<file path="src/rtl/core/brfb_pkg.sv">
// brfb_pkg: shared widths, opcodes, status codes and register indexes
// for the byte ring FIFO. No dependencies.
package brfb_pkg;

  localparam int DEPTH_DEF     = 256;
  localparam int MAX_BURST_DEF = 8;

  localparam int OP_W   = 2;
  localparam int SIZE_W = 4;
  localparam int DATA_W = 64;
  localparam int ST_W   = 2;

  // request opcodes
  localparam logic [OP_W-1:0] OP_PUSH  = 2'd0;
  localparam logic [OP_W-1:0] OP_TAKE  = 2'd1;
  localparam logic [OP_W-1:0] OP_FLUSH = 2'd2;
  localparam logic [OP_W-1:0] OP_QUERY = 2'd3;

  // result status
  localparam logic [ST_W-1:0] ST_OK       = 2'd0;
  localparam logic [ST_W-1:0] ST_RANGE    = 2'd1;
  localparam logic [ST_W-1:0] ST_NO_SPACE = 2'd2;
  localparam logic [ST_W-1:0] ST_NO_ELEMS = 2'd3;

  // configuration register indexes (byte address = 4 * index)
  localparam int PADDR_W = 4;
  localparam logic [1:0] REG_OVERWRITE    = 2'd0;
  localparam logic [1:0] REG_PARTIAL_PUSH = 2'd1;
  localparam logic [1:0] REG_PARTIAL_TAKE = 2'd2;

  typedef struct packed {
    logic overwrite_enable;
    logic partial_push_enable;
    logic partial_take_enable;
  } cfg_t;

endpackage

</file>
<file path="src/rtl/core/brfb_store.sv">
// brfb_store: byte store of the ring FIFO, one write and one read port,
// registered read data. Depends on nothing.
module brfb_store #(
  parameter int DEPTH = 256,
  parameter int AW    = $clog2(DEPTH)
) (
  input  logic          clk,
  input  logic          we,
  input  logic [AW-1:0] waddr,
  input  logic [7:0]    wdata,
  input  logic          re,
  input  logic [AW-1:0] raddr,
  output logic [7:0]    rdata
);

  logic [7:0] mem [DEPTH];
  logic [7:0] rdata_r;

  always_ff @(posedge clk) begin
    if (we) begin
      mem[waddr] <= wdata;
    end
  end

  always_ff @(posedge clk) begin
    if (re) begin
      rdata_r <= mem[raddr];
    end
  end

  assign rdata = rdata_r;

endmodule

</file>
<file path="src/rtl/core/brfb_ctrl.sv">
// brfb_ctrl: request sequencer of the ring FIFO. Holds pointers and count,
// moves one byte a cycle through the store and keeps the result register.
// Depends on brfb_pkg.
module brfb_ctrl #(
  parameter int DEPTH     = brfb_pkg::DEPTH_DEF,
  parameter int MAX_BURST = brfb_pkg::MAX_BURST_DEF,
  parameter int AW        = $clog2(DEPTH),
  parameter int CW        = $clog2(DEPTH + 1)
) (
  input  logic                          clk,
  input  logic                          rst_n,
  input  brfb_pkg::cfg_t                cfg,
  input  logic                          in_valid,
  output logic                          in_stall,
  input  logic [brfb_pkg::OP_W-1:0]     in_opcode,
  input  logic [brfb_pkg::SIZE_W-1:0]   in_request_size,
  input  logic [brfb_pkg::DATA_W-1:0]   in_push_bytes,
  output logic                          out_valid,
  input  logic                          out_stall,
  output logic [brfb_pkg::ST_W-1:0]     out_status,
  output logic [brfb_pkg::SIZE_W-1:0]   out_moved_count,
  output logic [brfb_pkg::DATA_W-1:0]   out_taken_bytes,
  output logic [CW-1:0]                 out_fill_level,
  output logic                          mem_we,
  output logic [AW-1:0]                 mem_waddr,
  output logic [7:0]                    mem_wdata,
  output logic                          mem_re,
  output logic [AW-1:0]                 mem_raddr,
  input  logic [7:0]                    mem_rdata
);

  localparam int SW = brfb_pkg::SIZE_W;
  localparam int DW = brfb_pkg::DATA_W;

  localparam logic [2:0] S_IDLE  = 3'd0;
  localparam logic [2:0] S_PUSH  = 3'd1;
  localparam logic [2:0] S_TAKE  = 3'd2;
  localparam logic [2:0] S_TLAST = 3'd3;
  localparam logic [2:0] S_DONE  = 3'd4;

  logic [2:0]               state_r, state_nxt;
  logic [AW-1:0]            wr_ptr_r, wr_ptr_nxt;
  logic [AW-1:0]            rd_ptr_r, rd_ptr_nxt;
  logic [CW-1:0]            held_r, held_nxt;
  logic [SW-1:0]            cnt_r, cnt_nxt;
  logic [SW-1:0]            n_r, n_nxt;
  logic [DW-1:0]            data_r, data_nxt;
  logic [DW-1:0]            acc_r, acc_nxt;
  logic                     rvalid_r, rvalid_nxt;
  logic [2:0]               rslot_r, rslot_nxt;
  logic [brfb_pkg::ST_W-1:0] res_status_r, res_status_nxt;
  logic [SW-1:0]            res_moved_r, res_moved_nxt;

  logic                     out_valid_r, out_valid_nxt;
  logic [brfb_pkg::ST_W-1:0] out_status_r;
  logic [SW-1:0]            out_moved_r;
  logic [DW-1:0]            out_taken_r;
  logic [CW-1:0]            out_fill_r;

  logic                     accept;
  logic                     last;
  logic                     size_ok;
  logic [CW-1:0]            space;
  logic [CW-1:0]            size_ext;
  logic [CW:0]              push_sum;
  logic                     slot_free;
  logic                     load_out;

  function automatic logic [AW-1:0] advance(input logic [AW-1:0] pos);
    if (pos == AW'(DEPTH - 1)) begin
      return '0;
    end
    return pos + 1'b1;
  endfunction

  assign accept    = in_valid && (state_r == S_IDLE);
  assign in_stall  = (state_r != S_IDLE);
  assign last      = ({1'b0, cnt_r} + 1'b1) == {1'b0, n_r};
  assign size_ok   = (in_request_size != '0) && (in_request_size <= SW'(MAX_BURST));
  assign space     = CW'(DEPTH) - held_r;
  assign size_ext  = CW'(in_request_size);
  assign push_sum  = {1'b0, held_r} + (CW + 1)'(n_r);
  assign slot_free = !out_valid_r || !out_stall;
  assign load_out  = (state_r == S_DONE) && slot_free;

  always_comb begin
    state_nxt      = state_r;
    wr_ptr_nxt     = wr_ptr_r;
    rd_ptr_nxt     = rd_ptr_r;
    held_nxt       = held_r;
    cnt_nxt        = cnt_r;
    n_nxt          = n_r;
    data_nxt       = data_r;
    acc_nxt        = acc_r;
    rvalid_nxt     = 1'b0;
    rslot_nxt      = rslot_r;
    res_status_nxt = res_status_r;
    res_moved_nxt  = res_moved_r;

    // read data lands in the cycle after the address
    if (rvalid_r) begin
      acc_nxt[rslot_r * 8 +: 8] = mem_rdata;
    end

    unique case (state_r)
      S_IDLE: begin
        if (accept) begin
          cnt_nxt        = '0;
          data_nxt       = in_push_bytes;
          acc_nxt        = '0;
          res_status_nxt = brfb_pkg::ST_OK;
          res_moved_nxt  = '0;
          state_nxt      = S_DONE;
          case (in_opcode)
            brfb_pkg::OP_PUSH: begin
              if (!size_ok) begin
                res_status_nxt = brfb_pkg::ST_RANGE;
              end else if (size_ext <= space) begin
                n_nxt     = in_request_size;
                state_nxt = S_PUSH;
              end else if (cfg.overwrite_enable) begin
                n_nxt     = in_request_size;
                state_nxt = S_PUSH;
              end else if (cfg.partial_push_enable && (space != '0)) begin
                n_nxt     = space[SW-1:0];
                state_nxt = S_PUSH;
              end else begin
                res_status_nxt = brfb_pkg::ST_NO_SPACE;
              end
            end
            brfb_pkg::OP_TAKE: begin
              if (!size_ok) begin
                res_status_nxt = brfb_pkg::ST_RANGE;
              end else if (size_ext <= held_r) begin
                n_nxt     = in_request_size;
                state_nxt = S_TAKE;
              end else if (cfg.partial_take_enable && (held_r != '0)) begin
                n_nxt     = held_r[SW-1:0];
                state_nxt = S_TAKE;
              end else begin
                res_status_nxt = brfb_pkg::ST_NO_ELEMS;
              end
            end
            brfb_pkg::OP_FLUSH: begin
              wr_ptr_nxt = '0;
              rd_ptr_nxt = '0;
              held_nxt   = '0;
            end
            default: begin
            end
          endcase
        end
      end
      S_PUSH: begin
        data_nxt   = data_r >> 8;
        wr_ptr_nxt = advance(wr_ptr_r);
        cnt_nxt    = cnt_r + 1'b1;
        if (last) begin
          res_moved_nxt = n_r;
          // overwrite leaves the store full with read pointer on write pointer
          if (push_sum >= (CW + 1)'(DEPTH)) begin
            held_nxt   = CW'(DEPTH);
            rd_ptr_nxt = advance(wr_ptr_r);
          end else begin
            held_nxt = push_sum[CW-1:0];
          end
          state_nxt = S_DONE;
        end
      end
      S_TAKE: begin
        rvalid_nxt = 1'b1;
        rslot_nxt  = cnt_r[2:0];
        rd_ptr_nxt = advance(rd_ptr_r);
        cnt_nxt    = cnt_r + 1'b1;
        if (last) begin
          res_moved_nxt = n_r;
          held_nxt      = held_r - CW'(n_r);
          state_nxt     = S_TLAST;
        end
      end
      S_TLAST: begin
        state_nxt = S_DONE;
      end
      S_DONE: begin
        if (slot_free) begin
          state_nxt = S_IDLE;
        end
      end
      default: begin
        state_nxt = S_IDLE;
      end
    endcase
  end

  always_comb begin
    out_valid_nxt = out_valid_r;
    if (out_valid_r && !out_stall) begin
      out_valid_nxt = 1'b0;
    end
    if (load_out) begin
      out_valid_nxt = 1'b1;
    end
  end

  always_ff @(posedge clk) begin
    if (!rst_n) begin
      state_r     <= S_IDLE;
      wr_ptr_r    <= '0;
      rd_ptr_r    <= '0;
      held_r      <= '0;
      rvalid_r    <= 1'b0;
      out_valid_r <= 1'b0;
    end else begin
      state_r     <= state_nxt;
      wr_ptr_r    <= wr_ptr_nxt;
      rd_ptr_r    <= rd_ptr_nxt;
      held_r      <= held_nxt;
      rvalid_r    <= rvalid_nxt;
      out_valid_r <= out_valid_nxt;
    end
  end

  always_ff @(posedge clk) begin
    cnt_r        <= cnt_nxt;
    n_r          <= n_nxt;
    data_r       <= data_nxt;
    acc_r        <= acc_nxt;
    rslot_r      <= rslot_nxt;
    res_status_r <= res_status_nxt;
    res_moved_r  <= res_moved_nxt;
    if (load_out) begin
      out_status_r <= res_status_r;
      out_moved_r  <= res_moved_r;
      out_taken_r  <= acc_r;
      out_fill_r   <= held_r;
    end
  end

  assign mem_we    = (state_r == S_PUSH);
  assign mem_waddr = wr_ptr_r;
  assign mem_wdata = data_r[7:0];
  assign mem_re    = (state_r == S_TAKE);
  assign mem_raddr = rd_ptr_r;

  assign out_valid       = out_valid_r;
  assign out_status      = out_status_r;
  assign out_moved_count = out_moved_r;
  assign out_taken_bytes = out_taken_r;
  assign out_fill_level  = out_fill_r;

endmodule

</file>
<file path="src/rtl/core/byte_ring_fifo_burst.sv">
// byte_ring_fifo_burst: top level of the burst byte ring FIFO with its
// configuration registers. Depends on brfb_pkg, brfb_store and brfb_ctrl.
//
// Byte FIFO of DEPTH entries taking push, take, flush and query requests,
// one result per request. Requests are handled one at a time and bytes move
// one per cycle through the byte store: a push passes the push state once
// per byte, a take the take state once per byte and then a last state for
// the store's read latency, and both end in the done state, as do a flush,
// query or refused request. The result sits in an output register, so the
// next request is taken while a result waits; the block only holds in its
// done state while it is full and stalled. Configuration lives at byte
// addresses 0 (overwrite), 4 (partial push) and 8 (partial take), bit 0.
module byte_ring_fifo_burst #(
  parameter int DEPTH     = brfb_pkg::DEPTH_DEF,
  parameter int MAX_BURST = brfb_pkg::MAX_BURST_DEF,
  parameter int CW        = $clog2(DEPTH + 1)
) (
  input  logic                          clk,
  input  logic                          rst_n,
  input  logic                          psel,
  input  logic                          penable,
  input  logic                          pwrite,
  input  logic [brfb_pkg::PADDR_W-1:0]  paddr,
  input  logic [31:0]                   pwdata,
  output logic [31:0]                   prdata,
  output logic                          pready,
  input  logic                          in_valid,
  output logic                          in_stall,
  input  logic [brfb_pkg::OP_W-1:0]     in_opcode,
  input  logic [brfb_pkg::SIZE_W-1:0]   in_request_size,
  input  logic [brfb_pkg::DATA_W-1:0]   in_push_bytes,
  output logic                          out_valid,
  input  logic                          out_stall,
  output logic [brfb_pkg::ST_W-1:0]     out_status,
  output logic [brfb_pkg::SIZE_W-1:0]   out_moved_count,
  output logic [brfb_pkg::DATA_W-1:0]   out_taken_bytes,
  output logic [CW-1:0]                 out_fill_level
);

  localparam int AW = $clog2(DEPTH);

  brfb_pkg::cfg_t cfg_r, cfg_nxt;
  logic [1:0]     reg_idx;
  logic           cfg_wr;

  logic           mem_we;
  logic [AW-1:0]  mem_waddr;
  logic [7:0]     mem_wdata;
  logic           mem_re;
  logic [AW-1:0]  mem_raddr;
  logic [7:0]     mem_rdata;

  assign pready  = 1'b1;
  assign reg_idx = paddr[3:2];
  assign cfg_wr  = psel && penable && pwrite;

  always_comb begin
    cfg_nxt = cfg_r;
    if (cfg_wr) begin
      unique case (reg_idx)
        brfb_pkg::REG_OVERWRITE:    cfg_nxt.overwrite_enable    = pwdata[0];
        brfb_pkg::REG_PARTIAL_PUSH: cfg_nxt.partial_push_enable = pwdata[0];
        brfb_pkg::REG_PARTIAL_TAKE: cfg_nxt.partial_take_enable = pwdata[0];
        default: begin
        end
      endcase
    end
  end

  always_comb begin
    prdata = '0;
    unique case (reg_idx)
      brfb_pkg::REG_OVERWRITE:    prdata[0] = cfg_r.overwrite_enable;
      brfb_pkg::REG_PARTIAL_PUSH: prdata[0] = cfg_r.partial_push_enable;
      brfb_pkg::REG_PARTIAL_TAKE: prdata[0] = cfg_r.partial_take_enable;
      default: begin
      end
    endcase
  end

  always_ff @(posedge clk) begin
    if (!rst_n) begin
      cfg_r <= '0;
    end else begin
      cfg_r <= cfg_nxt;
    end
  end

  brfb_store #(
    .DEPTH (DEPTH),
    .AW    (AW)
  ) u_store (
    .clk   (clk),
    .we    (mem_we),
    .waddr (mem_waddr),
    .wdata (mem_wdata),
    .re    (mem_re),
    .raddr (mem_raddr),
    .rdata (mem_rdata)
  );

  brfb_ctrl #(
    .DEPTH     (DEPTH),
    .MAX_BURST (MAX_BURST),
    .AW        (AW),
    .CW        (CW)
  ) u_ctrl (
    .clk             (clk),
    .rst_n           (rst_n),
    .cfg             (cfg_r),
    .in_valid        (in_valid),
    .in_stall        (in_stall),
    .in_opcode       (in_opcode),
    .in_request_size (in_request_size),
    .in_push_bytes   (in_push_bytes),
    .out_valid       (out_valid),
    .out_stall       (out_stall),
    .out_status      (out_status),
    .out_moved_count (out_moved_count),
    .out_taken_bytes (out_taken_bytes),
    .out_fill_level  (out_fill_level),
    .mem_we          (mem_we),
    .mem_waddr       (mem_waddr),
    .mem_wdata       (mem_wdata),
    .mem_re          (mem_re),
    .mem_raddr       (mem_raddr),
    .mem_rdata       (mem_rdata)
  );

endmodule
</file>
<file path="config.mk">
export PLATFORM = sky130hd
export DESIGN_NAME = byte_ring_fifo_burst
export DESIGN_NICKNAME = d
export VERILOG_FILES = /design/src/rtl/core/brfb_pkg.sv /design/src/rtl/core/brfb_store.sv /design/src/rtl/core/brfb_ctrl.sv /design/src/rtl/core/byte_ring_fifo_burst.sv
export SDC_FILE = /design/constraint.sdc
export NUM_CORES = 2
export LEC_CHECK = 0
export BUFFER_PORTS_ARGS = -buffer_cell sky130_fd_sc_hd__buf_2
export CAP_MARGIN = 20
export CORE_UTILIZATION = 40
export CTS_CLUSTER_DIAMETER = 100
export DETAILED_ROUTE_END_ITERATION = 6
export PLACE_DENSITY = 0.53
export SLEW_MARGIN = 10
export SYNTH_ARGS = -nofsm -noshare
export SYNTH_HDL_FRONTEND = slang
export SYNTH_SLANG_ARGS = --single-unit
</file>
<file path="constraint.sdc">
create_clock -name clk -period 14.74 [get_ports clk]
set_input_delay 3.685 -clock clk [delete_from_list [all_inputs] [get_ports clk]]
set_output_delay 3.685 -clock clk [all_outputs]
set_load 0.02 [all_outputs]
</file>
==> impl_metrics.json <==
{
  "status": "completed",
  "cts_tree": "yes",
  "slowest_stage": "buf_2",
  "start_kind": "input pin",
  "place.gp.congestion": 0.823,
  "synthArstFlopShare_pct": 0,
  "synthFlopType": "edfxtp_1",
  "grt_pass1_vias": 47000,
  "port_buffers": 161,
  "grt_pass1_wl_um": 350000,
  "switching_share_pct": 22.3,
  "power_density_nw_per_um2": 137,
  "rsz0062_at_grt": "false",
  "start_util_pct": 40.2,
  "cp.required_ps": 11060,
  "p_switching_mw": 3.13,
  "ys_seq_area_share_pct": 75.0,
  "synth_seq_cells": 2313,
  "power_frac_seq_pct": 53.0,
  "setup_tns_ps": 0,
  "nets": 5272,
  "cp.arrival_ps": 4260,
  "hp-class": "reg2reg",
  "cts-root-buf": "clkbuf_16",
  "die_x_um": 480,
  "first_pass_iters": 5,
  "crit_path_end_kind": "primary output",
  "placeableCoreArea_um2": 227000,
  "irDropWorstVdd_mv": 0.0976,
  "synth_edf_count": 2216,
  "period_needed_ps": 7940,
  "drive_gt1_share_pct": 20.5,
  "dp_hpwl_um": 148000,
  "internal-power_mw": 10.9,
  "yosysUniqueCellTypes": 86,
  "wl_um": 247000,
  "post_cts_buffers": 0,
  "relSlewSlack_pct": 12.0,
  "ys_warn_count": 0,
  "hold_viol_final": 0,
  "cts-buffers-inserted": 234,
  "fill_cells": 19300,
  "max-cap-violations": 0,
  "critPathMaxFanout": 6,
  "drc_errors": 0,
  "num_rows": 175,
  "clkLatencyLatePin_ps": 890,
  "synth.largest_area_cell": "edfxtp_1",
  "cts_hold_buf": 0,
  "detail_route.wl_per_cell_um": 29.6,
  "combPwrFrac_pct": 5.7,
  "syn_area_per_cell_um2": 18.6,
  "avgViaCountPerCell": 5.67,
  "worstSetupPathType": "in2out",
  "fmax_mhz": 126,
  "worst_slew_pin_slew_ps": 1320,
  "synth_top_area_share_pct": 72.9,
  "cts_resized": 0,
  "ios": 227,
  "clkTransAtPathRegs_ps": 60,
  "antenna_found_initial": 9,
  "syn_area_um2": 91300,
  "netlist_instances": 4921,
  "p_leak_nw": 31.7,
  "clock_tree.buffer_depth": 3,
  "whs_ps": 417,
  "die-area_um2": 230000,
  "p_clk_share_pct": 41.3,
  "drtIter0Drc": 4664,
  "vias": 47200,
  "finalCritPeriodShare_pct": 53.9,
  "final-setup-viol-count": 0,
  "final_util_pct": 45.2,
  "grt_max_degree": 196,
  "skew_ps": 42.4,
  "path_cells": "buf_2, mux2i_1, o21ai_0, buf_2",
  "htreeDepth": 4,
  "grt_usage_pct": 21.3,
  "cts_sinks": 2313,
  "syn2layout_area_growth_pct": 12.4,
  "crit_top_cell": "buf_2",
  "drv_slew": 0,
  "die_h_um": 480,
  "antenna_left": 0,
  "max_stage_delay_ps": 190,
  "overflow": 0,
  "synthTopCellsByArea": "edfxtp_1 73%, mux4_2 10%, mux2i_1 3.1%"
}
[layout make-up]
cell class	count	area [um2]	area share, %
antenna	4	10.0	0.00975
multi-input combinational	2270	21000	20.5
sequential	2313	68500	66.8
clock inverter	124	1100	1.07
tap	3009	3760	3.67
inverter	36	138	0.134
clock buffer	306	6330	6.17
timing repair buffer	276	1790	1.74
[state kept, by name (all words and copies together) (netlist names), 9 cells and up]
name / cells
u_ctrl.acc_r: 64
u_ctrl.held_r: 9
u_store.mem: 2048
u_ctrl.out_fill_level: 9
u_ctrl.data_r: 64
u_ctrl.out_taken_bytes: 64
[stage by stage]
step | instance area [um2] | total power, mW | instances | setup WS [ps]
detailed placement | 95100 | 8.38 | 7902 | 6800
finish | 103000 | 14.0 | 8338 | 6800
floorplan | 91400 | 8.07 | 4951 | 4800
global placement | 95100 | 8.36 | 7899 | 6710
CTS | 103000 | 14.1 | 8332 | 6790
global route | 103000 | 14.4 | 8337 | 6730
[placed cells by master, fill, tap and decap left out, types with 11 or more instances in the layout]
cell	netlist	layout
clkbuf_1	148	56
mux2_2	17	17
a211oi_1	13	13
ha_1	26	26
conb_1	2	32
clkbuf_16	0	238
dfxtp_1	97	93
nand2_1	305	305
buf_2	57	161
bufinv_16	0	15
nand2b_1	20	20
a221o_1	30	30
clkbuf_8	2	12
clkinv_1	4	44
nand3_2	0	11
mux4_2	410	410
a21oi_1	96	95
o211ai_1	18	18
o31ai_1	22	22
o21ai_0	73	72
inv_1	30	30
mux2i_1	284	284
a221oi_1	60	60
nor2b_1	38	34
nand4_1	21	21
clkinv_2	0	52
nor3_1	36	36
nor2_1	393	389
edfxtp_1	2216	2216
or3_1	13	13
o22ai_1	38	38
a22oi_1	74	74
nand3_1	54	43
and2_1	19	17
buf_4	54	106
[cell usage after synthesis (all sizes together), types with 22 or more instances]
library cell  count
edfxtp         2216
mux4            410
nor2            394
nand2           305
mux2i           284
buf             179
clkbuf          152
dfxtp            97
a21oi            96
a22oi            74
o21ai            74
a221oi           62
nand3            54
nor2b            38
o22ai            38
nor3             36
inv              32
a221o            30
ha               26
o31ai            22
[layer usage]
metal	vias up	track usage (%)	wire, um
met5	-	0	27
met4	4	6.71	7500
met3	348	3.44	14600
met2	1570	33.8	117000
met1	25200	30.0	107000
li1	20200	-	-
[cell families after synthesis]
kind of cell	synth area share, %
AND/OR/NAND/NOR	4.48
multiplexers	13.4
AO/OA/AOI/OAI	4.22
adder cells (fa/ha/maj)	0.400
XOR/XNOR	0.169
flip-flops	75.0
other	0.00823
buffers and inverters	2.27
[worst max-delay path: cells and delay by family]
kind | cells | cell delay, ps
AOI/OAI and AO/OA | 1 | 140
buffers and inverters | 2 | 320
muxes | 1 | 110
[power groups by stage]
| stage | Sequential [mW] | Combinational (mW) | Clock [mW] |
|---|---|---|---|
| 2_1_floorplan | 7.73 | 0.340 | 0 |
| 3_3_place_gp | 7.56 | 0.796 | 0 |
| 3_5_place_dp | 7.57 | 0.812 | 0 |
| 4_1_cts | 7.43 | 0.813 | 5.88 |
| 5_1_grt | 7.43 | 0.856 | 6.12 |
| 6_report | 7.43 | 0.804 | 5.79 |
[final timing paths]
kind,from,endpoint,slack [ps],cells after the start
worst min-delay path,u_ctrl.res_moved_r[2],u_ctrl.out_moved_count[2],420,0
worst max-delay path,paddr[2],prdata[0],6800,4
worst max register to register,u_ctrl.mem_raddr[0],u_store.rdata[6],9260,10
worst min register to register,u_ctrl.res_moved_r[2],u_ctrl.out_moved_count[2],420,0
Power figures use the tool's default switching activity.
